`src/design/clsu_pkg.sv`:
```
// ----------------------------------------------------------------------------
// clsu_pkg
// Shared constants, types and helpers for the character display shadow
// updater: geometry, command bytes, operation codes and the image port bundle.
// ----------------------------------------------------------------------------
package clsu_pkg;

  localparam int ROWS   = 4;
  localparam int COLS   = 20;
  localparam int CELLS  = ROWS * COLS;
  localparam int ADDR_W = $clog2(CELLS);
  localparam int COL_W  = 5;
  localparam int ROW_W  = 2;

  localparam logic [7:0] CMD_SET_ADDR = 8'h80;
  localparam logic [7:0] CMD_CLEAR    = 8'h01;
  localparam logic [7:0] SPACE_CHAR   = 8'h20;

  localparam logic [1:0] OP_LOAD  = 2'd0;
  localparam logic [1:0] OP_PUT   = 2'd1;
  localparam logic [1:0] OP_CLEAR = 2'd2;

  typedef logic [ADDR_W-1:0] cell_addr_t;

  // Request bundle from the sequencer to the image store.
  typedef struct packed {
    cell_addr_t rd_addr;
    logic       wr_en;
    cell_addr_t wr_addr;
    logic [7:0] wr_data;
    logic       clr;
  } img_req_t;

  function automatic logic [7:0] row_offset(input logic [ROW_W-1:0] r);
    logic [7:0] off;
    case (r)
      2'd0:    off = 8'h00;
      2'd1:    off = 8'h40;
      2'd2:    off = 8'h14;
      2'd3:    off = 8'h54;
      default: off = 8'h00;
    endcase
    return off;
  endfunction

  function automatic logic [ROW_W-1:0] clamp_row(input logic [ROW_W-1:0] r);
    return (int'(r) >= ROWS) ? ROW_W'(ROWS - 1) : r;
  endfunction

  function automatic cell_addr_t cell_addr(input logic [ROW_W-1:0] r,
                                           input logic [COL_W-1:0] c);
    return ADDR_W'(int'(r) * COLS + int'(c));
  endfunction

  function automatic logic [7:0] addr_byte(input logic [COL_W-1:0] c,
                                           input logic [ROW_W-1:0] r);
    logic [7:0] sum;
    sum = 8'(c) + row_offset(r);
    return CMD_SET_ADDR | {1'b0, sum[6:0]};
  endfunction

endpackage

```
`src/design/char_lcd_shadow_update.sv`:
```
// ----------------------------------------------------------------------------
// char_lcd_shadow_update
// Shadow image of a character display that turns row loads, single puts and
// clears into the command and data bytes for the display controller.
// ----------------------------------------------------------------------------
// Results leave on strobe for exactly one cycle each and the receiver cannot
// stall them, so it must take every byte the cycle it shows. A transfer in
// is taken when start is high and busy is low. Every item reads its cell
// from the image memory at the transfer edge and compares it in the next
// cycle, while busy is high. A put that changes its cell sends three bytes.
// A row end with changes then sends a set-address byte and a data byte per
// column from the first to the last changed column, since the flush reads
// the image one cell per cycle. A clear sends only the clear command byte.
// Each byte appears on the ports in the cycle after the sequencer produces
// it; run_last marks the final byte of each transfer.
// ----------------------------------------------------------------------------
module char_lcd_shadow_update
  import clsu_pkg::*;
(
  input  logic       clk,
  input  logic       rst,
  input  logic       start,
  output logic       busy,
  input  logic [1:0] op,
  input  logic [1:0] row,
  input  logic [4:0] col,
  input  logic [7:0] char_code,
  input  logic       row_end,
  output logic       strobe,
  output logic       is_data,
  output logic [7:0] lcd_byte,
  output logic       run_last
);

  localparam logic [2:0] S_IDLE     = 3'd0;
  localparam logic [2:0] S_EXEC     = 3'd1;
  localparam logic [2:0] S_PUT_DATA = 3'd2;
  localparam logic [2:0] S_PUT_ADDR = 3'd3;
  localparam logic [2:0] S_FL_ADDR  = 3'd4;
  localparam logic [2:0] S_FL_DATA  = 3'd5;

  logic [2:0]       state, state_next;

  // Held copy of the accepted transfer.
  logic [1:0]       op_q;
  logic [ROW_W-1:0] row_q;
  logic [COL_W-1:0] col_q;
  logic [7:0]       ch_q;
  logic             end_q;
  logic             col_ok_q;

  // Change tracking for the row being loaded.
  logic             any_chg, any_chg_next;
  logic [COL_W-1:0] first_chg, first_chg_next;
  logic [COL_W-1:0] last_chg, last_chg_next;

  // Flush walk.
  logic [COL_W-1:0] ptr, ptr_next;
  logic [COL_W-1:0] stop_col, stop_col_next;

  logic             out_stb_next, out_data_next, out_last_next;
  logic [7:0]       out_byte_next;

  img_req_t         req;
  logic [7:0]       cur_char;
  logic             changed;
  logic             accept;
  logic [ROW_W-1:0] in_row;
  logic             in_col_ok;

  clsu_image u_image (
    .clk     (clk),
    .rst     (rst),
    .req     (req),
    .rd_data (cur_char)
  );

  assign busy      = (state != S_IDLE);
  assign accept    = start && !busy;
  assign in_row    = clamp_row(row);
  assign in_col_ok = (int'(col) < COLS);
  assign changed   = col_ok_q && (cur_char != ch_q);

  always_comb begin
    state_next     = state;
    any_chg_next   = any_chg;
    first_chg_next = first_chg;
    last_chg_next  = last_chg;
    ptr_next       = ptr;
    stop_col_next  = stop_col;
    out_stb_next   = 1'b0;
    out_data_next  = 1'b0;
    out_last_next  = 1'b0;
    out_byte_next  = addr_byte(col_q, row_q);
    req.rd_addr    = '0;
    req.wr_en      = 1'b0;
    req.wr_addr    = cell_addr(row_q, col_q);
    req.wr_data    = ch_q;
    req.clr        = 1'b0;

    case (state)
      S_IDLE: begin
        // Fetch the cell of the incoming transfer; compare next cycle.
        req.rd_addr = in_col_ok ? cell_addr(in_row, col) : '0;
        if (accept) begin
          state_next = S_EXEC;
        end
      end

      S_EXEC: begin
        state_next = S_IDLE;
        case (op_q)
          OP_LOAD: begin
            req.wr_en = changed;
            if (changed) begin
              any_chg_next = 1'b1;
              if (!any_chg) begin
                first_chg_next = col_q;
                last_chg_next  = col_q;
              end else begin
                if (col_q < first_chg) first_chg_next = col_q;
                if (col_q > last_chg)  last_chg_next  = col_q;
              end
            end
            if (end_q) begin
              // Hand the span to the flush walk and restart tracking.
              ptr_next       = first_chg_next;
              stop_col_next  = last_chg_next;
              if (any_chg_next) begin
                state_next = S_FL_ADDR;
              end
              any_chg_next   = 1'b0;
              first_chg_next = '0;
              last_chg_next  = '0;
            end
          end
          OP_PUT: begin
            req.wr_en    = changed;
            out_stb_next = 1'b1;
            if (changed) begin
              state_next = S_PUT_DATA;
            end else begin
              out_last_next = 1'b1;
            end
          end
          OP_CLEAR: begin
            req.clr        = 1'b1;
            any_chg_next   = 1'b0;
            first_chg_next = '0;
            last_chg_next  = '0;
            out_stb_next   = 1'b1;
            out_last_next  = 1'b1;
            out_byte_next  = CMD_CLEAR;
          end
          default: begin
          end
        endcase
      end

      S_PUT_DATA: begin
        out_stb_next  = 1'b1;
        out_data_next = 1'b1;
        out_byte_next = ch_q;
        state_next    = S_PUT_ADDR;
      end

      S_PUT_ADDR: begin
        out_stb_next  = 1'b1;
        out_last_next = 1'b1;
        state_next    = S_IDLE;
      end

      S_FL_ADDR: begin
        // Emit set-address and fetch the first changed cell.
        out_stb_next  = 1'b1;
        out_byte_next = addr_byte(ptr, row_q);
        req.rd_addr   = cell_addr(row_q, ptr);
        state_next    = S_FL_DATA;
      end

      S_FL_DATA: begin
        out_stb_next  = 1'b1;
        out_data_next = 1'b1;
        out_byte_next = cur_char;
        if (ptr == stop_col) begin
          out_last_next = 1'b1;
          state_next    = S_IDLE;
        end else begin
          ptr_next    = ptr + 1'b1;
          req.rd_addr = cell_addr(row_q, ptr + 1'b1);
        end
      end

      default: begin
        state_next = S_IDLE;
      end
    endcase
  end

  // Control state.
  always_ff @(posedge clk) begin
    if (rst) begin
      state     <= S_IDLE;
      any_chg   <= 1'b0;
      first_chg <= '0;
      last_chg  <= '0;
      strobe    <= 1'b0;
    end else begin
      state     <= state_next;
      any_chg   <= any_chg_next;
      first_chg <= first_chg_next;
      last_chg  <= last_chg_next;
      strobe    <= out_stb_next;
    end
  end

  // Payload: hold the transfer, walk pointers and the output byte.
  always_ff @(posedge clk) begin
    if (accept) begin
      op_q     <= op;
      row_q    <= in_row;
      col_q    <= col;
      ch_q     <= char_code;
      end_q    <= row_end;
      col_ok_q <= in_col_ok;
    end
    ptr      <= ptr_next;
    stop_col <= stop_col_next;
    is_data  <= out_data_next;
    lcd_byte <= out_byte_next;
    run_last <= out_last_next;
  end

endmodule

```
`src/design/clsu_image.sv`:
```
// ----------------------------------------------------------------------------
// clsu_image
// Shadow image store: one synchronous memory with a registered read port and
// per-cell valid bits; a cell that is not valid reads as a space.
// ----------------------------------------------------------------------------
module clsu_image
  import clsu_pkg::*;
(
  input  logic       clk,
  input  logic       rst,
  input  img_req_t   req,
  output logic [7:0] rd_data
);

  logic [7:0]       mem [CELLS];
  logic [CELLS-1:0] valid;
  logic [7:0]       rd_raw;
  logic             rd_valid;

  always_ff @(posedge clk) begin
    if (req.wr_en) begin
      mem[req.wr_addr] <= req.wr_data;
    end
    rd_raw   <= mem[req.rd_addr];
    rd_valid <= valid[req.rd_addr];
  end

  // Drop every cell back to space at once on reset or clear.
  always_ff @(posedge clk) begin
    if (rst || req.clr) begin
      valid <= '0;
    end else if (req.wr_en) begin
      valid[req.wr_addr] <= 1'b1;
    end
  end

  assign rd_data = rd_valid ? rd_raw : SPACE_CHAR;

endmodule
```
`config.mk`:
```
export PLATFORM = sky130hd
export DESIGN_NAME = char_lcd_shadow_update
export DESIGN_NICKNAME = d
export VERILOG_FILES = /design/src/design/clsu_pkg.sv /design/src/design/char_lcd_shadow_update.sv /design/src/design/clsu_image.sv
export SDC_FILE = /design/constraint.sdc
export NUM_CORES = 1
export LEC_CHECK = 0
export BUFFER_PORTS_ARGS = -buffer_cell sky130_fd_sc_hd__clkbuf_2
export CAP_MARGIN = 20
export CORE_UTILIZATION = 57
export DETAILED_ROUTE_END_ITERATION = 7
export PLACE_DENSITY = 0.81
export SKIP_CTS_REPAIR_TIMING = 1
export SLEW_MARGIN = 0
export SYNTH_ARGS = -nofsm -noshare
export SYNTH_HDL_FRONTEND = slang
export SYNTH_HIERARCHICAL = 1
export SYNTH_SLANG_ARGS = --single-unit
```
`constraint.sdc`:
```
create_clock -name clk -period 3.46 [get_ports clk]
set_input_delay 0.346 -clock clk [delete_from_list [all_inputs] [get_ports clk]]
set_output_delay 0.346 -clock clk [all_outputs]
set_load 0.01 [all_outputs]
```
* After elaboration in Yosys (flattened, before gate mapping)
Memory sizes are Yosys's and may differ from the RTL's. A register that Yosys moved wholly into a read port is not among the register bits. Index checks and enable logic that the tools add are counted.
Operators by class: add/sub/neg operators 7, multipliers 2, $lt $le $gt $ge 6, eq/ne operators 17, muxes and demuxes 51, bitwise operators 1, reductions and logical operators 19
Operators with widths (number):
- bitwise OR 80 bit | 1
- two-way mux 5 bit | 11
- case mux 8 bit (4 select lines) | 1
- case mux 5 bit (2 select lines) | 3
- case mux 7 bit (4 select lines) | 1
- two-way mux 7 bit | 3
- case mux 7 bit (3 select lines) | 1
- less-than comparator 7 x 8 -> 1 bit (second input constant) | 2
- two-way mux 1 bit | 16
- two-way mux 8 bit | 2
- case mux 3 bit (5 select lines) | 1
- adder 5 x 7 -> 7 bit | 2
- adder 7 x 5 -> 7 bit | 2
- adder 7 x 6 -> 7 bit | 2
- two-way mux 3 bit | 4
- multiplier 2 x 3 -> 5 bit (second input constant) | 2
- inequality test 2 bit (second input constant) | 4
- inequality test 8 bit | 1
- binary-select mux 1 bit (select 7 bit) | 1
- demux 1 bit (select 7 bit) | 1
- greater-or-equal comparator 7 x 1 -> 1 bit (second input constant) | 1
- equality test 2 bit (second input constant) | 3
- equality test 3 x 2 -> 1 bit (second input constant) | 2
- equality test 3 bit (second input constant) | 2
- 24 further kinds | 34
Storage, ports and cells: register bits after elaboration 135, RAM bits 640, input bits 21, output and inout bits 12, memories kept 1
Memory list:
- u_image.mem | depth 80, width 8, read ports 1, clocked after Yosys merged registers in 1, wr ports 1, RTL line clsu_image.sv:15 | logic [7:0] mem [CELLS];

* Longest topological paths before layout
depth in word-level cells 10, mapped depth 15, mapped depth without buffers 14

* Hierarchy
Netlist, hierarchy kept.
Modules (own cells, without submodules):
- clsu_image | times used 1, cells each 1427, area an instance 28473.6 um2, sequential area each 21000.1 um2
- char_lcd_shadow_update | times used 1, cells each 378, area an instance 3661.0 um2, sequential area each 1371.3 um2

* Worst setup path after synthesis
No wires, ideal clock.
path type register to register, from reg ch_q[4], to mem u_image.mem[30][0], enable pin, setup time 0.374 ns, data arrival time 3.223 ns, setup slack -0.137 ns, cell stages (with the launch flop) 11, path through edfxtp_1 xnor2_1 nand4_1 o21ai_4 buf_4 nor3_1 clkbuf_1 nor2b_1 clkbuf_1 nand3_1 nor2_1
RTL lines:
- start: declaration | RTL line char_lcd_shadow_update.sv:48 | logic [7:0] ch_q;
- start signal: assignment | RTL line char_lcd_shadow_update.sv:223 | ch_q <= char_code;
- end: declaration | RTL line clsu_image.sv:15

==> reports/metrics.cfg <==
[timing]
finClkSkew_ns = 0.04584
timing.slew.headroom_pct = 26.33
grt_setup_unrepaired = yes
fin_crit_sh_pct = 97.56
layout_min_cycle_time_ns = 3.376
tightest_slew_ns = 1.105
fin_hold_ws_ns = 0.02108
max_freq_ghz = 0.2963
report.final.setup_viol = 0
finalSetupTns_ns = 0
slew_viol_final = 0
final_hold_viol_count = 0

[place]
portBuffers = 32
hpwl_microns = 47230
routabilityCongestion = 0.9272
place_area_sq_mm = 0.03423

[yosys]
avgSynthCellArea_sq_um = 17.80
syn_nets = 1864
synth_top_area_cell = edfxtp_1
synth_top_area_share_pct = 62.52
yosysSeqAreaShare_pct = 69.62
synth_edf_count = 669
synthFlopType = edfxtp_1
syn_inst = 1805
async_flop_share_pct = 0
netlist_area_sq_mm = 0.03213
synth_area_leaders = edfxtp_1, mux4_2, dfxtp_1, o21a_1, mux2i_1
ys_ff_latch = 783
yosys_warnings = 6
yosysUniqueCellTypes = 82

[die]
initial_core_util_pct = 57.99
core_area_sq_mm = 0.05542
die-width_microns = 239.4
row_count = 86
dieArea_sq_mm = 0.05733
num_io_pins = 33
chipHeight_microns = 239.4

[pwr]
vdd_ir_drop_max_mv = 0.4802
p_switching_w = 0.004670
power_switching_share_pct = 22.74
p_leak_nw = 12.23
seqPwrFrac_pct = 50.7
power_frac_comb_pct = 9.0
power_density_mw_per_mm2 = 554.7
p_clk_share_pct = 40.2
p_int_w = 0.01586
fin_total_pwr_w = 0.02053

[clocking]
clock-sinks = 783
numCtsBuffers = 76
tritoncts = done
clk_root_buffer_cell = clkbuf_16
cts.path.max_buffers = 3
h-tree-depth = 3
clock_latency_ns = 0.64
path_clk_slew_ns = 0.06

[critical_path]
worstSetupPathDepth = 15
cp_num_buf_inv = 5
cp_top_family = compound AO/OA/AOI/OAI gates
start_kind = register
endpoint_kind = register
reg2reg_depth = 15
max_stage_delay_ns = 0.40
crit_fanout = 16
cp_slowest_cell = edfxtp_1
critPathKind = register to register
cp.arrival_ns = 3.94
required_ns = 4.03
cp_cell_sequence = buf_4, xor2_1, nor3_2, a21oi_4, a222oi_1, buf_4, nor2_4, buf_12, buf_12, mux4_2, mux2i_1, buf_4, o221a_2, a211o_1, a32oi_1
cp-startpoint = ptr[0]$_DFFE_PP_
crit_top_cell = buf_4
r2r_start = ptr[0]$_DFFE_PP_

[routing]
totalWireLength_microns = 75610
drt-initial-drc-count = 2222
vias = 18180
drt-wirelength-per-cell_microns = 26.55
dr.pass1.iters = 8
ant_nets = 0
route.detailed.drc = 0
viasPerCell = 6.385

[worst_hold_path]
hold_path.class = input port to register
min-delay-start = row[1]
hold_depth = 1

[global_route]
antenna_found_initial = 0
grt_overflow = 0
grt_pass1_wl_microns = 113400
grt_pass1_vias = 18160
grt_usage_pct = 27.03
grt_max_degree = 82

[layout]
layout-drive-gt1-share_pct = 28.90
mostFrequentLayoutCells = edfxtp_1, buf_4, mux4_2
n_fill_cell = 3475
post-route-util_pct = 66.81
syn_to_final_growth_pct = 15.21
fin_nets = 2097
stdcell_area_sq_mm = 0.03702
final_common_cell = edfxtp_1
antenna_cells = 0

[flow_run]
drv_cap = 0

[status]
status = completed

worst register-to-register path, cell delays in order, from the launching register on:
cell	delay, ns
edfxtp_1	0.40
buf_4	0.18
xor2_1	0.15
nor3_2	0.24
a21oi_4	0.11
a222oi_1	0.40
buf_4	0.19
nor2_4	0.06
buf_12	0.17
buf_12	0.19
mux4_2	0.24
mux2i_1	0.11
buf_4	0.16
o221a_2	0.31
a211o_1	0.26
a32oi_1	0.18
cells by family after synthesis:
logic type	count (synthesis)	synth area share, %
flops	783	69.62
simple gates	294	4.493
buf+inv	126	2.687
xor+xnor	26	0.7086
compound gates	275	6.382
fa+ha+maj	38	1.573
mux	263	14.54
synth_stat cells (all sizes together), types with 4 or more instances:
cell	instances
a21o	7
a222oi	4
or3	8
edfxtp	669
nand2b	10
a2111oi	7
buf	62
inv	33
fa	4
nand3	24
o22ai	20
or2	5
and2	11
o21ai	32
ha	34
nor2	121
o21a	82
nor2b	20
o211ai	9
o221a	6
xor2	8
a311oi	8
and2b	5
a31oi	10
clkbuf	28
dfxtp	114
nand4	10
a32oi	8
nand2	57
mux2	48
xnor2	18
o31a	4
mux4	154
a211o	8
a221oi	7
a21oi	28
mux2i	61
a22oi	8
nor3	9
o221ai	15
nor3b	4
worst paths after layout:
| path | to | slack, ns |
|---|---|---|
| max | u_image/rd_raw[6]$_DFF_P_ | 0.08 |
| min | row_q[1]$_DFFE_PP_ | 0.02 |
| max reg2reg | u_image/rd_raw[6]$_DFF_P_ | 0.08 |
| min reg2reg | u_image/valid[77]$_SDFFE_PP0P_ | 0.46 |
metrics by stage:
step / setup WS [ns] / instances
after floorplan: -0.1372 / 1805
after global placement: 0.02974 / 2690
after detailed placement: -0.06602 / 2690
after CTS: -0.07012 / 2830
after global routing: -0.04450 / 2848
final: 0.08447 / 2848
layout make-up:
cell class	instances	area, sq um	share of cell area [%]
Sequential cell	783	22370	60.43
Clock inverter	40	447.9	1.210
Timing Repair Buffer	246	1976	5.336
Tap cell	748	935.9	2.528
Inverter	35	131.4	0.3549
Multi-Input combinational cell	896	9096	24.57
Clock buffer	100	2063	5.573
power groups by stage:
stage	combinational (W)	sequential [W]	clock, W
finish	0.00186	0.0104	0.00826
global placement	0.00174	0.0106	0
global route	0.00195	0.0104	0.00871
detailed placement	0.00178	0.0106	0
floorplan	0.00110	0.0106	0
CTS	0.00179	0.0104	0.00835
per-layer routing:
metal,global-route usage [%],part of all wire [%],vias up
met5,0,0,-
li1,-,-,7705
met3,4.979,8.8,185
met4,10.80,3.8,0
met1,36.84,39,9266
met2,43.42,49,1028
state kept, by name, indices dropped and copies added, names as in the netlist, 8 cells and up:
name            cells
u_image/mem       640
u_image/valid      80
ch_q                8
lcd_byte            8
u_image/rd_raw      8
No activity file was read; power rests on OpenSTA's default activity.
